## src/rtl/slmr_pkg.sv

```systemverilog
// ----------------------------------------------------------------------------
// slmr_pkg
// Shared types and constants of the scrolling LED marquee refresh block.
// ----------------------------------------------------------------------------
`default_nettype none

package slmr_pkg;

  // Operation codes
  localparam logic [1:0] OP_LOAD    = 2'd0;
  localparam logic [1:0] OP_SWAP    = 2'd1;
  localparam logic [1:0] OP_TICK    = 2'd2;
  localparam logic [1:0] OP_REFRESH = 2'd3;

  // Geometry of one panel
  localparam int COLS_PER_CHAR = 5;
  localparam int ROWS          = 8;
  localparam int ROW_SHIFT     = 3;   // log2 of ROWS
  localparam logic [3:0] LAST_ROW = 4'd8;
  localparam logic [3:0] FIRST_ROW = 4'd1;

  typedef struct packed {
    logic [1:0] operation;
    logic [7:0] column_address;
    logic [7:0] column_pixels;
  } in_item_t;

  typedef struct packed {
    logic [3:0] digit_register;
    logic [7:0] row_pixels;
    logic [1:0] panel_index;
    logic       group_end;
    logic       last;
  } out_item_t;

  // Controller to datapath commands
  typedef struct packed {
    logic clr_en;      // write zero at the clear pointer of both stores
    logic wr_en;       // load a column into the back store
    logic swap;        // exchange stores, restart scroll
    logic tick;        // advance scroll offset
    logic rd_en;       // fetch the front-store column of the upcoming frame
    logic frame_next;  // step row/panel counters
    logic frame_rst;   // return counters to the first frame
  } cmd_t;

  // Datapath to controller status
  typedef struct packed {
    logic clr_done;    // clear pointer at the final entry
    logic frame_last;  // current frame is the last of the refresh
  } status_t;

endpackage

`default_nettype wire

```

## src/rtl/slmr_ctrl.sv

```systemverilog
// ----------------------------------------------------------------------------
// slmr_ctrl
// Sequencer: clearing pass after reset, the load, swap and tick operations,
// and the frame-by-frame output of a refresh.
// ----------------------------------------------------------------------------
`default_nettype none

module slmr_ctrl (
  input  wire logic              clk,
  input  wire logic              rst_n,
  input  wire logic              in_valid,
  input  wire logic [1:0]        in_operation,
  output logic                   in_stall,
  output logic                   out_valid,
  input  wire logic              out_stall,
  output slmr_pkg::cmd_t         cmd,
  input  wire slmr_pkg::status_t status
);

  localparam logic [1:0] ST_CLEAR = 2'd0;
  localparam logic [1:0] ST_IDLE  = 2'd1;
  localparam logic [1:0] ST_SHOW  = 2'd2;

  logic [1:0] state_r;
  logic [1:0] state_nxt;
  logic       in_acc;
  logic       out_acc;

  assign in_stall  = (state_r != ST_IDLE);
  assign out_valid = (state_r == ST_SHOW);
  assign in_acc    = in_valid && !in_stall;
  assign out_acc   = out_valid && !out_stall;

  // next state and commands
  always_comb begin
    state_nxt = state_r;
    cmd       = '0;
    unique case (state_r)
      ST_CLEAR: begin
        cmd.clr_en = 1'b1;
        if (status.clr_done) begin
          state_nxt = ST_IDLE;
        end
      end
      ST_IDLE: begin
        if (in_acc) begin
          unique case (in_operation)
            slmr_pkg::OP_LOAD: cmd.wr_en = 1'b1;
            slmr_pkg::OP_SWAP: cmd.swap  = 1'b1;
            slmr_pkg::OP_TICK: cmd.tick  = 1'b1;
            default: begin
              cmd.rd_en = 1'b1;
              state_nxt = ST_SHOW;
            end
          endcase
        end
      end
      ST_SHOW: begin
        if (out_acc) begin
          if (status.frame_last) begin
            cmd.frame_rst = 1'b1;
            state_nxt     = ST_IDLE;
          end else begin
            cmd.frame_next = 1'b1;
            cmd.rd_en      = 1'b1;
          end
        end
      end
      default: begin
        state_nxt = ST_CLEAR;
      end
    endcase
  end

  always_ff @(posedge clk) begin
    if (!rst_n) begin
      state_r <= ST_CLEAR;
    end else begin
      state_r <= state_nxt;
    end
  end

endmodule

`default_nettype wire

```

## src/rtl/slmr_dp.sv

```systemverilog
// ----------------------------------------------------------------------------
// slmr_dp
// Datapath: two column stores, scroll offset, frame counters and the
// window index arithmetic.
// ----------------------------------------------------------------------------
`default_nettype none

module slmr_dp #(
  parameter int PANELS    = 4,
  parameter int MAX_CHARS = 32
) (
  input  wire logic               clk,
  input  wire logic               rst_n,
  input  wire slmr_pkg::cmd_t     cmd,
  input  wire slmr_pkg::in_item_t in_item,
  output slmr_pkg::status_t       status,
  output slmr_pkg::out_item_t     out_item
);

  localparam int BUF_LEN = MAX_CHARS * slmr_pkg::COLS_PER_CHAR;
  localparam int LEAD    = PANELS * slmr_pkg::ROWS;
  localparam int AW      = (BUF_LEN > 1) ? $clog2(BUF_LEN) : 1;
  localparam int OW      = $clog2(BUF_LEN + LEAD + 1);
  localparam int KW      = $clog2(BUF_LEN + 2 * LEAD + 1);
  localparam int PW      = (PANELS > 1) ? $clog2(PANELS) : 1;

  logic [7:0]    mem_a [BUF_LEN];
  logic [7:0]    mem_b [BUF_LEN];
  logic [7:0]    rdata_a_r;
  logic [7:0]    rdata_b_r;
  logic          in_range_r;

  logic          front_a_r;
  logic [OW-1:0] offset_r;
  logic [OW-1:0] offset_nxt;
  logic [AW-1:0] clr_r;
  logic [3:0]    row_r;
  logic [3:0]    row_nxt;
  logic [PW-1:0] panel_r;
  logic [PW-1:0] panel_nxt;

  logic          addr_ok;
  logic [AW-1:0] wr_addr;
  logic [KW-1:0] k;
  logic [KW-1:0] idx;
  logic          in_range;
  logic [AW-1:0] rd_addr;
  logic          panel_end;

  // load address check
  assign addr_ok = (32'(in_item.column_address) < BUF_LEN);
  assign wr_addr = AW'(in_item.column_address);

  // frame counters: rows 1..8, panels 0..PANELS-1 within a row
  assign panel_end = (panel_r == PW'(PANELS - 1));

  always_comb begin
    row_nxt   = row_r;
    panel_nxt = panel_r;
    if (cmd.frame_rst) begin
      row_nxt   = slmr_pkg::FIRST_ROW;
      panel_nxt = '0;
    end else if (cmd.frame_next) begin
      if (panel_end) begin
        panel_nxt = '0;
        row_nxt   = row_r + 4'd1;
      end else begin
        panel_nxt = panel_r + PW'(1);
      end
    end
  end

  // window index of the upcoming frame
  assign k = KW'(offset_r) + KW'(row_nxt) + (KW'(panel_nxt) << slmr_pkg::ROW_SHIFT);
  assign idx      = k - KW'(LEAD);
  assign in_range = (k >= KW'(LEAD)) && (k < KW'(LEAD + BUF_LEN));
  assign rd_addr  = in_range ? AW'(idx) : '0;

  // scroll offset wraps after columns plus lead, and restarts on a swap
  always_comb begin
    offset_nxt = offset_r;
    if (cmd.swap) begin
      offset_nxt = '0;
    end else if (cmd.tick) begin
      if (offset_r >= OW'(BUF_LEN + LEAD)) begin
        offset_nxt = '0;
      end else begin
        offset_nxt = offset_r + OW'(1);
      end
    end
  end

  // control registers
  always_ff @(posedge clk) begin
    if (!rst_n) begin
      front_a_r <= 1'b0;
      offset_r  <= '0;
      clr_r     <= '0;
      row_r     <= slmr_pkg::FIRST_ROW;
      panel_r   <= '0;
    end else begin
      if (cmd.swap) begin
        front_a_r <= !front_a_r;
      end
      offset_r <= offset_nxt;
      if (cmd.clr_en) begin
        clr_r <= clr_r + AW'(1);
      end
      row_r   <= row_nxt;
      panel_r <= panel_nxt;
    end
  end

  // store A
  always_ff @(posedge clk) begin
    if (cmd.clr_en) begin
      mem_a[clr_r] <= '0;
    end else if (cmd.wr_en && addr_ok && !front_a_r) begin
      mem_a[wr_addr] <= in_item.column_pixels;
    end
    if (cmd.rd_en) begin
      rdata_a_r <= mem_a[rd_addr];
    end
  end

  // store B
  always_ff @(posedge clk) begin
    if (cmd.clr_en) begin
      mem_b[clr_r] <= '0;
    end else if (cmd.wr_en && addr_ok && front_a_r) begin
      mem_b[wr_addr] <= in_item.column_pixels;
    end
    if (cmd.rd_en) begin
      rdata_b_r <= mem_b[rd_addr];
    end
  end

  // window mask travels with the read
  always_ff @(posedge clk) begin
    if (cmd.rd_en) begin
      in_range_r <= in_range;
    end
  end

  // frame fields
  always_comb begin
    out_item.digit_register = row_r;
    out_item.row_pixels     = in_range_r ? (front_a_r ? rdata_a_r : rdata_b_r) : 8'd0;
    out_item.panel_index    = 2'(panel_r);
    out_item.group_end      = panel_end;
    out_item.last           = panel_end && (row_r == slmr_pkg::LAST_ROW);
  end

  assign status.clr_done   = (clr_r == AW'(BUF_LEN - 1));
  assign status.frame_last = out_item.last;

endmodule

`default_nettype wire

```

## src/rtl/scrolling_led_matrix_refresh.sv

```systemverilog
// ----------------------------------------------------------------------------
// scrolling_led_matrix_refresh
// Double-buffered scrolling marquee: column loads, buffer swap, scroll tick
// and refresh frames for a chain of eight-row LED panels.
// ----------------------------------------------------------------------------
// After reset both column stores are zeroed by a clearing pass during which
// in_stall is high. Load, swap and tick give no beat. A refresh gives
// 8*PANELS beats (32 by default): the first column is fetched when the
// refresh is taken, then one beat per cycle follows while out_stall stays
// low, paced by the registered read port of the front store. No new item
// is taken until the last beat of a refresh has gone.
`default_nettype none

module scrolling_led_matrix_refresh #(
  parameter int PANELS    = 4,
  parameter int MAX_CHARS = 32
) (
  input  wire logic                clk,
  input  wire logic                rst_n,
  input  wire logic                in_valid,
  output logic                     in_stall,
  input  wire slmr_pkg::in_item_t  in_item,
  output logic                     out_valid,
  input  wire logic                out_stall,
  output slmr_pkg::out_item_t      out_item
);

  slmr_pkg::cmd_t    cmd;
  slmr_pkg::status_t status;

  slmr_ctrl u_ctrl (
    .clk          (clk),
    .rst_n        (rst_n),
    .in_valid     (in_valid),
    .in_operation (in_item.operation),
    .in_stall     (in_stall),
    .out_valid    (out_valid),
    .out_stall    (out_stall),
    .cmd          (cmd),
    .status       (status)
  );

  slmr_dp #(
    .PANELS    (PANELS),
    .MAX_CHARS (MAX_CHARS)
  ) u_dp (
    .clk      (clk),
    .rst_n    (rst_n),
    .cmd      (cmd),
    .in_item  (in_item),
    .status   (status),
    .out_item (out_item)
  );

endmodule

`default_nettype wire

```

## config.mk

```make
export PLATFORM = sky130hd
export DESIGN_NAME = scrolling_led_matrix_refresh
export DESIGN_NICKNAME = d
export VERILOG_FILES = /design/src/rtl/slmr_pkg.sv /design/src/rtl/slmr_ctrl.sv /design/src/rtl/slmr_dp.sv /design/src/rtl/scrolling_led_matrix_refresh.sv
export SDC_FILE = /design/constraint.sdc
export NUM_CORES = 2
export LEC_CHECK = 0
export ABC_CLOCK_PERIOD_IN_PS = 7100
export BUFFER_PORTS_ARGS = -buffer_cell sky130_fd_sc_hd__buf_2
export CORE_MARGIN = 2
export CORE_UTILIZATION = 28
export CTS_CLUSTER_SIZE = 10
export DETAILED_ROUTE_END_ITERATION = 12
export PLACE_DENSITY = 0.55
export SLEW_MARGIN = 40
export SYNTH_ARGS = -nofsm -noshare
export SYNTH_HDL_FRONTEND = slang
export SYNTH_SLANG_ARGS = --single-unit
```

## constraint.sdc

```tcl
create_clock -name clk -period 7.1 [get_ports clk]
set_clock_uncertainty 0.1 [all_clocks]
set_input_delay 1.775 -clock clk [delete_from_list [all_inputs] [get_ports clk]]
set_output_delay 1.775 -clock clk [all_outputs]
set_load 0.1 [all_outputs]
```

# Word-level counts from Yosys, hierarchy flattened
# Memory sizes are Yosys's and may differ from the RTL's. A register that Yosys moved wholly into a read port is not among the register bits.
# Cells that the tools add are included.
[op_classes]
n_eq_ne = 13
bitwise = 1
order_cmp = 4
n_reduce_logical = 17
muxes = 42
add_sub_neg = 7
[op_table]
columns = ["op", "n"]
rows = [
  ["2-to-1 mux 8 bit", 8],
  ["2-to-1 mux 2 bit", 10],
  ["adder 8 x 1 -> 8 bit (second input constant)", 2],
  ["< comparator 8 bit (second input constant)", 2],
  ["2-to-1 mux 1 bit", 16],
  ["2-to-1 mux 4 bit", 4],
  ["OR reduction 8 bit", 2],
  ["adder 8 x 4 -> 8 bit", 1],
  ["adder 8 x 5 -> 8 bit", 1],
  ["equality test 8 bit (second input constant)", 1],
  [">= comparator 8 x 6 -> 1 bit (second input constant)", 1],
  [">= comparator 8 bit (second input constant)", 1],
  ["inequality test 2 bit (second input constant)", 4],
  ["subtractor 8 x 6 -> 8 bit (second input constant)", 1],
  ["logical AND 1 bit", 7],
  ["equality test 2 bit (second input constant)", 3],
  ["2-to-1 mux 3 bit", 2],
  ["one-hot mux 2 bit (3 select lines)", 1],
  ["AND reduction 5 bit", 1],
  ["adder 4 x 1 -> 4 bit (second input constant)", 1],
  ["equality test 2 x 1 -> 1 bit (second input constant)", 2],
  ["equality test 4 bit (second input constant)", 1],
  ["logical NOT 2 bit", 2],
  ["inequality test 2 x 1 -> 1 bit (second input constant)", 2],
  ["other kinds (6)", 8],
]
[word_totals]
ramBits = 2560
out_inout_bits = 18
mem_count = 2
register_bits = 26
[memory_table]
columns = ["memory", "depth", "width", "read_ports", "rd_ports_with_merged_regs", "wr", "line", "source"]
rows = [
  ["u_dp.mem_a", 160, 8, 1, 1, 1, "slmr_dp.sv:27", "logic [7:0] mem_a [BUF_LEN];"],
  ["u_dp.mem_b", 160, 8, 1, 1, 1, "slmr_dp.sv:28", "logic [7:0] mem_b [BUF_LEN];"],
]

# Longest topological paths before layout
[depth]
ltp_word = 12
ltp_mapped = 28

# Modules after synthesis
# A second synthesis with hierarchy kept.
[unflattened]
hier_cells = 6800
area_unflattened_um2 = 104945.7
[modules_own_cells]
columns = ["mod", "cells_each", "area_per_inst_um2", "instances", "seq_area_each_um2"]
rows = [
  ["slmr_dp", 6772, 104687.9, 1, 77844.7],
  ["slmr_ctrl", 28, 257.7, 1, 40.0],
]

# Worst setup path after synthesis
# Ideal clock, no wire load.
[synth_timing]
path_kind = "register -> register"
startpoint = "register u_dp.panel_r[0]"
endpoint = "register u_dp.rdata_a_r[2], read port of u_dp.mem_a, data pin"
path_buffers = 2
stages_incl_launch_ff = 23
setup_slack_ns = 0.047
synth_period_minus_slack_ns = 7.053
t_arrival_ns = 6.681
cell_sequence = "dfxtp_1 -> ha_1 -> nand4b_1 -> inv_1 -> nor2_1 -> a22o_1 -> ha_1 -> ha_1 -> inv_1 -> fa_1 -> nand2b_1 -> a21oi_2 -> xor2_4 -> ha_1 -> and3_1 -> o21ai_0 -> and3_1 -> buf_2 -> a211oi_2 -> clkbuf_1 -> o221ai_1 -> o311a_1 -> or4_1"
[synth_lines]
columns = ["element", "line", "source"]
rows = [
  ["from (decl)", "slmr_dp.sv:39", "logic [PW-1:0] panel_r;"],
  ["from (signal assigned)", "slmr_dp.sv:110", "panel_r <= panel_nxt;"],
  ["to (decl)", "slmr_dp.sv:29", "logic [7:0] rdata_a_r;"],
]

# Final worst setup path
[layout_timing]
startpoint = "input port out_stall"
endpoint = "register u_dp.rdata_b_r[1], read port of u_dp.mem_b, data pin"
[layout_via]
elab_chain_len = 11
[layout_rtl]
columns = ["element", "line", "source"]
rows = [
  ["from (decl)", "scrolling_led_matrix_refresh.sv:24", "input wire logic out_stall,"],
  ["logical NOT 1 bit *", "slmr_ctrl.sv:32", "assign out_acc = out_valid && !out_stall;"],
  ["logical AND 1 bit *", "slmr_ctrl.sv:32", ""],
  ["2-to-1 mux 3 bit *", "slmr_ctrl.sv:59", "if (out_acc) begin"],
  ["2-to-1 mux 2 bit *", "slmr_ctrl.sv:38", "unique case (state_r)"],
  ["2-to-1 mux 4 bit", "slmr_dp.sv:63", "end else if (cmd.frame_next) begin"],
  ["2-to-1 mux 4 bit *", "slmr_dp.sv:60", "if (cmd.frame_rst) begin"],
  ["via u_dp.row_nxt[2]", "slmr_dp.sv:38", "logic [3:0] row_nxt;"],
  ["adder 8 x 4 -> 8 bit *", "slmr_dp.sv:74", "assign k = KW'(offset_r) + KW'(row_nxt) + (KW'(panel_nxt) << slmr_pkg::ROW_SHIFT);"],
  ["adder 8 x 5 -> 8 bit *", "slmr_dp.sv:74", ""],
  [">= comparator 8 x 6 -> 1 bit or < comparator 8 bit (tied branches)", "slmr_dp.sv:76", "assign in_range = (k >= KW'(LEAD)) && (k < KW'(LEAD + BUF_LEN));"],
  ["logical AND 1 bit", "slmr_dp.sv:76", ""],
  ["2-to-1 mux 8 bit *", "slmr_dp.sv:77", "assign rd_addr = in_range ? AW'(idx) : '0;"],
  ["to (decl)", "slmr_dp.sv:30", "logic [7:0] rdata_b_r;"],
]
# The timed path passes the listed nets; every way through them passes the cells marked *.
# A chain may end at the register's enable or synchronous reset.

==> flow_summary.ini <==
[status]
status = complete, but fails checks
failed_checks = design-rule violations

[clock_network]
cts_hold_repair.buffers = 0
tritoncts_num_sinks = 2602
cts_max_level = 5
cts_tree = done
clock_latency_ps = 870
max-clock-path-buffers = 4
root_buffer = sky130_fd_sc_hd__clkbuf_16
clk_transition_reported_paths_ps = 50
cts_made_buffers = 307

[yosys]
synthesis.area_sq_um = 104800
synth-xor-area-share = 0.001516
compound_gate_portion_of_the_synthesized_area = 0.08967
synthArstFlopShare = 0
postSynth.topFlopCell = sky130_fd_sc_hd__edfxtp_1
synthesis.instances = 6830
post_synth_top_area_share = 0.7384
yosysUniqueCellTypes = 91
adder_cell_share_of_the_synthesized_area = 0.002651
yosys_register_bits = 2602
synth_area_leaders = sky130_fd_sc_hd__edfxtp_1, sky130_fd_sc_hd__mux2i_1, sky130_fd_sc_hd__nand2_1
synth.net_count = 6873
synth.yosys.warnings = 0
synth.yosys.seq_area_share = 0.7432
synth.largest_area_cell = sky130_fd_sc_hd__edfxtp_1
synth.avg_cell_area_sq_um = 15.34
synth.area.mux_share = 0.07868
synth-simple-area-share = 0.06468
synth_top_family_by_area = compound AO/OA/AOI/OAI gates
synth-edff-count = 2577

[timing]
worst_slew_pin_slew_ps = 930.6
slew_viol_final = 0
finalCriticalPeriod_ps = 7037
rsz_0062_raised_after_global_routing = yes
fin_tns_setup_ps = 0
timing.max_slew.rel_slack = 0.3774
timing.final.setup_violations = 0
setup_slack_ps = 63.33
timing.fmax_ghz = 0.1421
hold_viol = 0
timing.final.crit_share = 0.9911
whs_ps = 430.8

[critical_path]
worst_path_max_delay_cell = sky130_fd_sc_hd__fa_4
cp_num_cells = 24
cell_by_cell_listing_of_the_critical_path = buf_2 -> nor2b_1 -> nand2_1 -> nor2_2 -> nand2_1 -> xnor2_1 -> ha_1 -> buf_4 -> inv_1 -> fa_4 -> nor3b_2 -> and3_1 -> o21ai_0 -> buf_4 -> and3_1 -> buf_4 -> a211o_1 -> buf_12 -> buf_12 -> o21ai_0 -> o21ai_0 -> o22ai_1 -> a32oi_1 -> nand4_1
timing.reg2reg.setup_slack_ps = 340
path_delay_family = compound AO/OA/AOI/OAI gates
critical_path_peak_fanout = 14
worst_stage_delay_on_the_critical_path_ps = 750
timing.critical_path.buf_inv = 7
reg2regPathDepth = 23
setup.worst_path.class = primary input to register
worst_ep_arrival_time_ps = 7660
timing.critical_path.to_type = register
worstSetupStartpointType = primary input
critPathRequiredTime_ps = 7720

[pwr]
combinational_cell_fraction_of_total_power = 0.027
seqPwrFrac = 0.532
power_frac_clock = 0.441
internal-power_mw = 24.99
max-vdd-ir-drop_mv = 0.1665
net_switching_fraction_of_the_power = 0.2089
net-switching-power_mw = 6.600
total_power_mw = 31.59
static-leakage-power_nw = 51.70
cellPowerDensity_nw_per_um2 = 245.0

[floorplan]
placementRows = 224
design.die.area_sq_um = 379200
design.portCount = 40
die_width_um = 615.8
floorplan.die.height_um = 615.8
initial_utilization = 0.2813
coreArea_sq_um = 372500

[job]
cap_violations = 0

[drt]
initialDrtViolationCount = 11068
postRouteWirelength_mm = 400.9
drc_errors = 1
number_of_detailed_route_iterations_in_the_first_pass = 10
route.vias.total = 70523
vias_per_cell = 5.439
antenna_left = 0
route.detailed.wl_per_inst_um = 30.92

[place]
dpl_cell_area_sq_um = 120200
portbufs = 39
placement.setup.worst_slack_ps = -1015
detailed_place_hpwl_mm = 271.9
globalplace.congestion = 0.9776

[final_layout]
drive_above_1_share = 0.2298
final_cell_area_sq_um = 128900
fin_nets = 7962
syn2layout_area_growth_pct = 23.03

[global_routing]
global_route_wire_length_before_repair_mm = 550.1
grt_pass1_vias = 68266
pin_count_of_the_biggest_net_entering_global_routing = 161
grt_usage = 0.2043
grt_antenna_before_repair = 24
gr-total-overflow = 0

[hold_path]
min_path_cells = 2
min-delay-path-class = register to register
cells in the final DEF (no fill, tap or decap), drive strengths merged, types with 92 or more instances in the layout:
| cell | count |
|---|---|
| edfxtp | 2577 |
| buf | 1206 |
| nand2 | 668 |
| mux2i | 637 |
| nor2 | 521 |
| clkbuf | 347 |
| a21oi | 335 |
| o21ai | 220 |
| o22ai | 151 |
| nand3 | 139 |
| a211oi | 130 |
| o221ai | 96 |
| mux2 | 92 |
state kept, by name, summed over array words and instances (netlist names):
signal	cells
u_dp.rdata_b_r	8
u_dp.in_range_r	1
u_dp.front_a_r	1
u_dp.mem_a	1280
u_dp.panel_r	2
u_dp.offset_r	8
u_ctrl.state_r	2
u_dp.row_r	4
u_dp.rdata_a_r	8
u_dp.mem_b	1280
u_dp.clr_r	8
final timing paths:
path,start,end
min,u_ctrl.state_r[0]$_SDFFE_PN0P_,u_ctrl.state_r[0]$_SDFFE_PN0P_
min reg2reg,u_ctrl.state_r[0]$_SDFFE_PN0P_,u_ctrl.state_r[0]$_SDFFE_PN0P_
max reg2reg,u_dp.panel_r[0]$_SDFF_PN0_,u_dp.rdata_b_r[1]$_DFFE_PP_
max,out_stall,u_dp.rdata_b_r[1]$_DFFE_PP_
worst min-delay path, cell delays in order (launching register included):
cell	delay (ps)
sky130_fd_sc_hd__dfxtp_1	320
sky130_fd_sc_hd__nor2_1	100
sky130_fd_sc_hd__a211oi_1	50
power groups by stage:
stage          Clock, mW  Combinational (mW)  Sequential (mW)
6_report            13.9               0.865             16.8
3_3_place_gp           0               0.821             17.1
4_1_cts             14.0               0.841             16.8
5_1_grt             14.6               0.874             16.8
2_1_floorplan          0               0.350             17.1
3_5_place_dp           0               0.835             17.1
metrics by stage:
| stage | utilization | instances |
|---|---|---|
| CTS | 0.3452 | 12945 |
| floorplan | - | 6830 |
| finish | 0.3461 | 12966 |
| detailed placement | 0.3227 | 12573 |
| global placement | 0.3220 | 12564 |
| global route | 0.3461 | 12954 |
final cells by class:
class,instances,area [sq um]
fill,35593,243500
sequential,2602,77880
multi-input combinational,3779,25420
timing repair buffer,1207,10930
clock buffer,346,8084
tap,4972,6221
clock inverter,25,272.8
inverter,22,87.58
antenna,13,32.53
per-layer routing:
layer	vias to the layer above	wire length [um]	part of all wire	track usage
li1	28873	-	-	-
met1	36261	157700	0.39	0.2741
met2	4585	179400	0.45	0.3155
met3	794	42880	0.11	0.04387
met4	10	20860	0.052	0.09453
met5	-	62	0.00015	0
cells by family after synthesis:
logic type	after synthesis
AO/OA/AOI/OAI	1389
flip-flops	2602
adder cells (fa/ha/maj)	21
AND/OR/NAND/NOR	1587
multiplexers	766
buffers and inverters	449
XOR/XNOR	16
timing repair:
action                                  CTS  global route
buffers inserted                          1             4
cloned                                    0             1
gates resized for setup                   2            19
pin swaps                                 1             7
endpoints found under the setup margin    6            16
synth_stat cells, types with 25 or more instances:
library cell / count
sky130_fd_sc_hd__mux4_2: 37
sky130_fd_sc_hd__nand2_1: 667
sky130_fd_sc_hd__and2_1: 36
sky130_fd_sc_hd__o21ai_0: 212
sky130_fd_sc_hd__o221ai_1: 96
sky130_fd_sc_hd__clkbuf_1: 151
sky130_fd_sc_hd__a31oi_1: 62
sky130_fd_sc_hd__nor2b_1: 36
sky130_fd_sc_hd__o211ai_1: 38
sky130_fd_sc_hd__edfxtp_1: 2577
sky130_fd_sc_hd__dfxtp_1: 25
sky130_fd_sc_hd__and3_1: 29
sky130_fd_sc_hd__nor3_1: 53
sky130_fd_sc_hd__mux2_2: 92
sky130_fd_sc_hd__mux2i_1: 637
sky130_fd_sc_hd__nor2_1: 520
sky130_fd_sc_hd__a221oi_1: 59
sky130_fd_sc_hd__buf_1: 60
sky130_fd_sc_hd__nand4_1: 29
sky130_fd_sc_hd__a21oi_1: 333
sky130_fd_sc_hd__a211oi_1: 122
sky130_fd_sc_hd__o22ai_1: 151
sky130_fd_sc_hd__buf_2: 187
sky130_fd_sc_hd__a22oi_1: 63
sky130_fd_sc_hd__nand3_1: 137
Note: power is estimated with default switching activity, not from simulation.
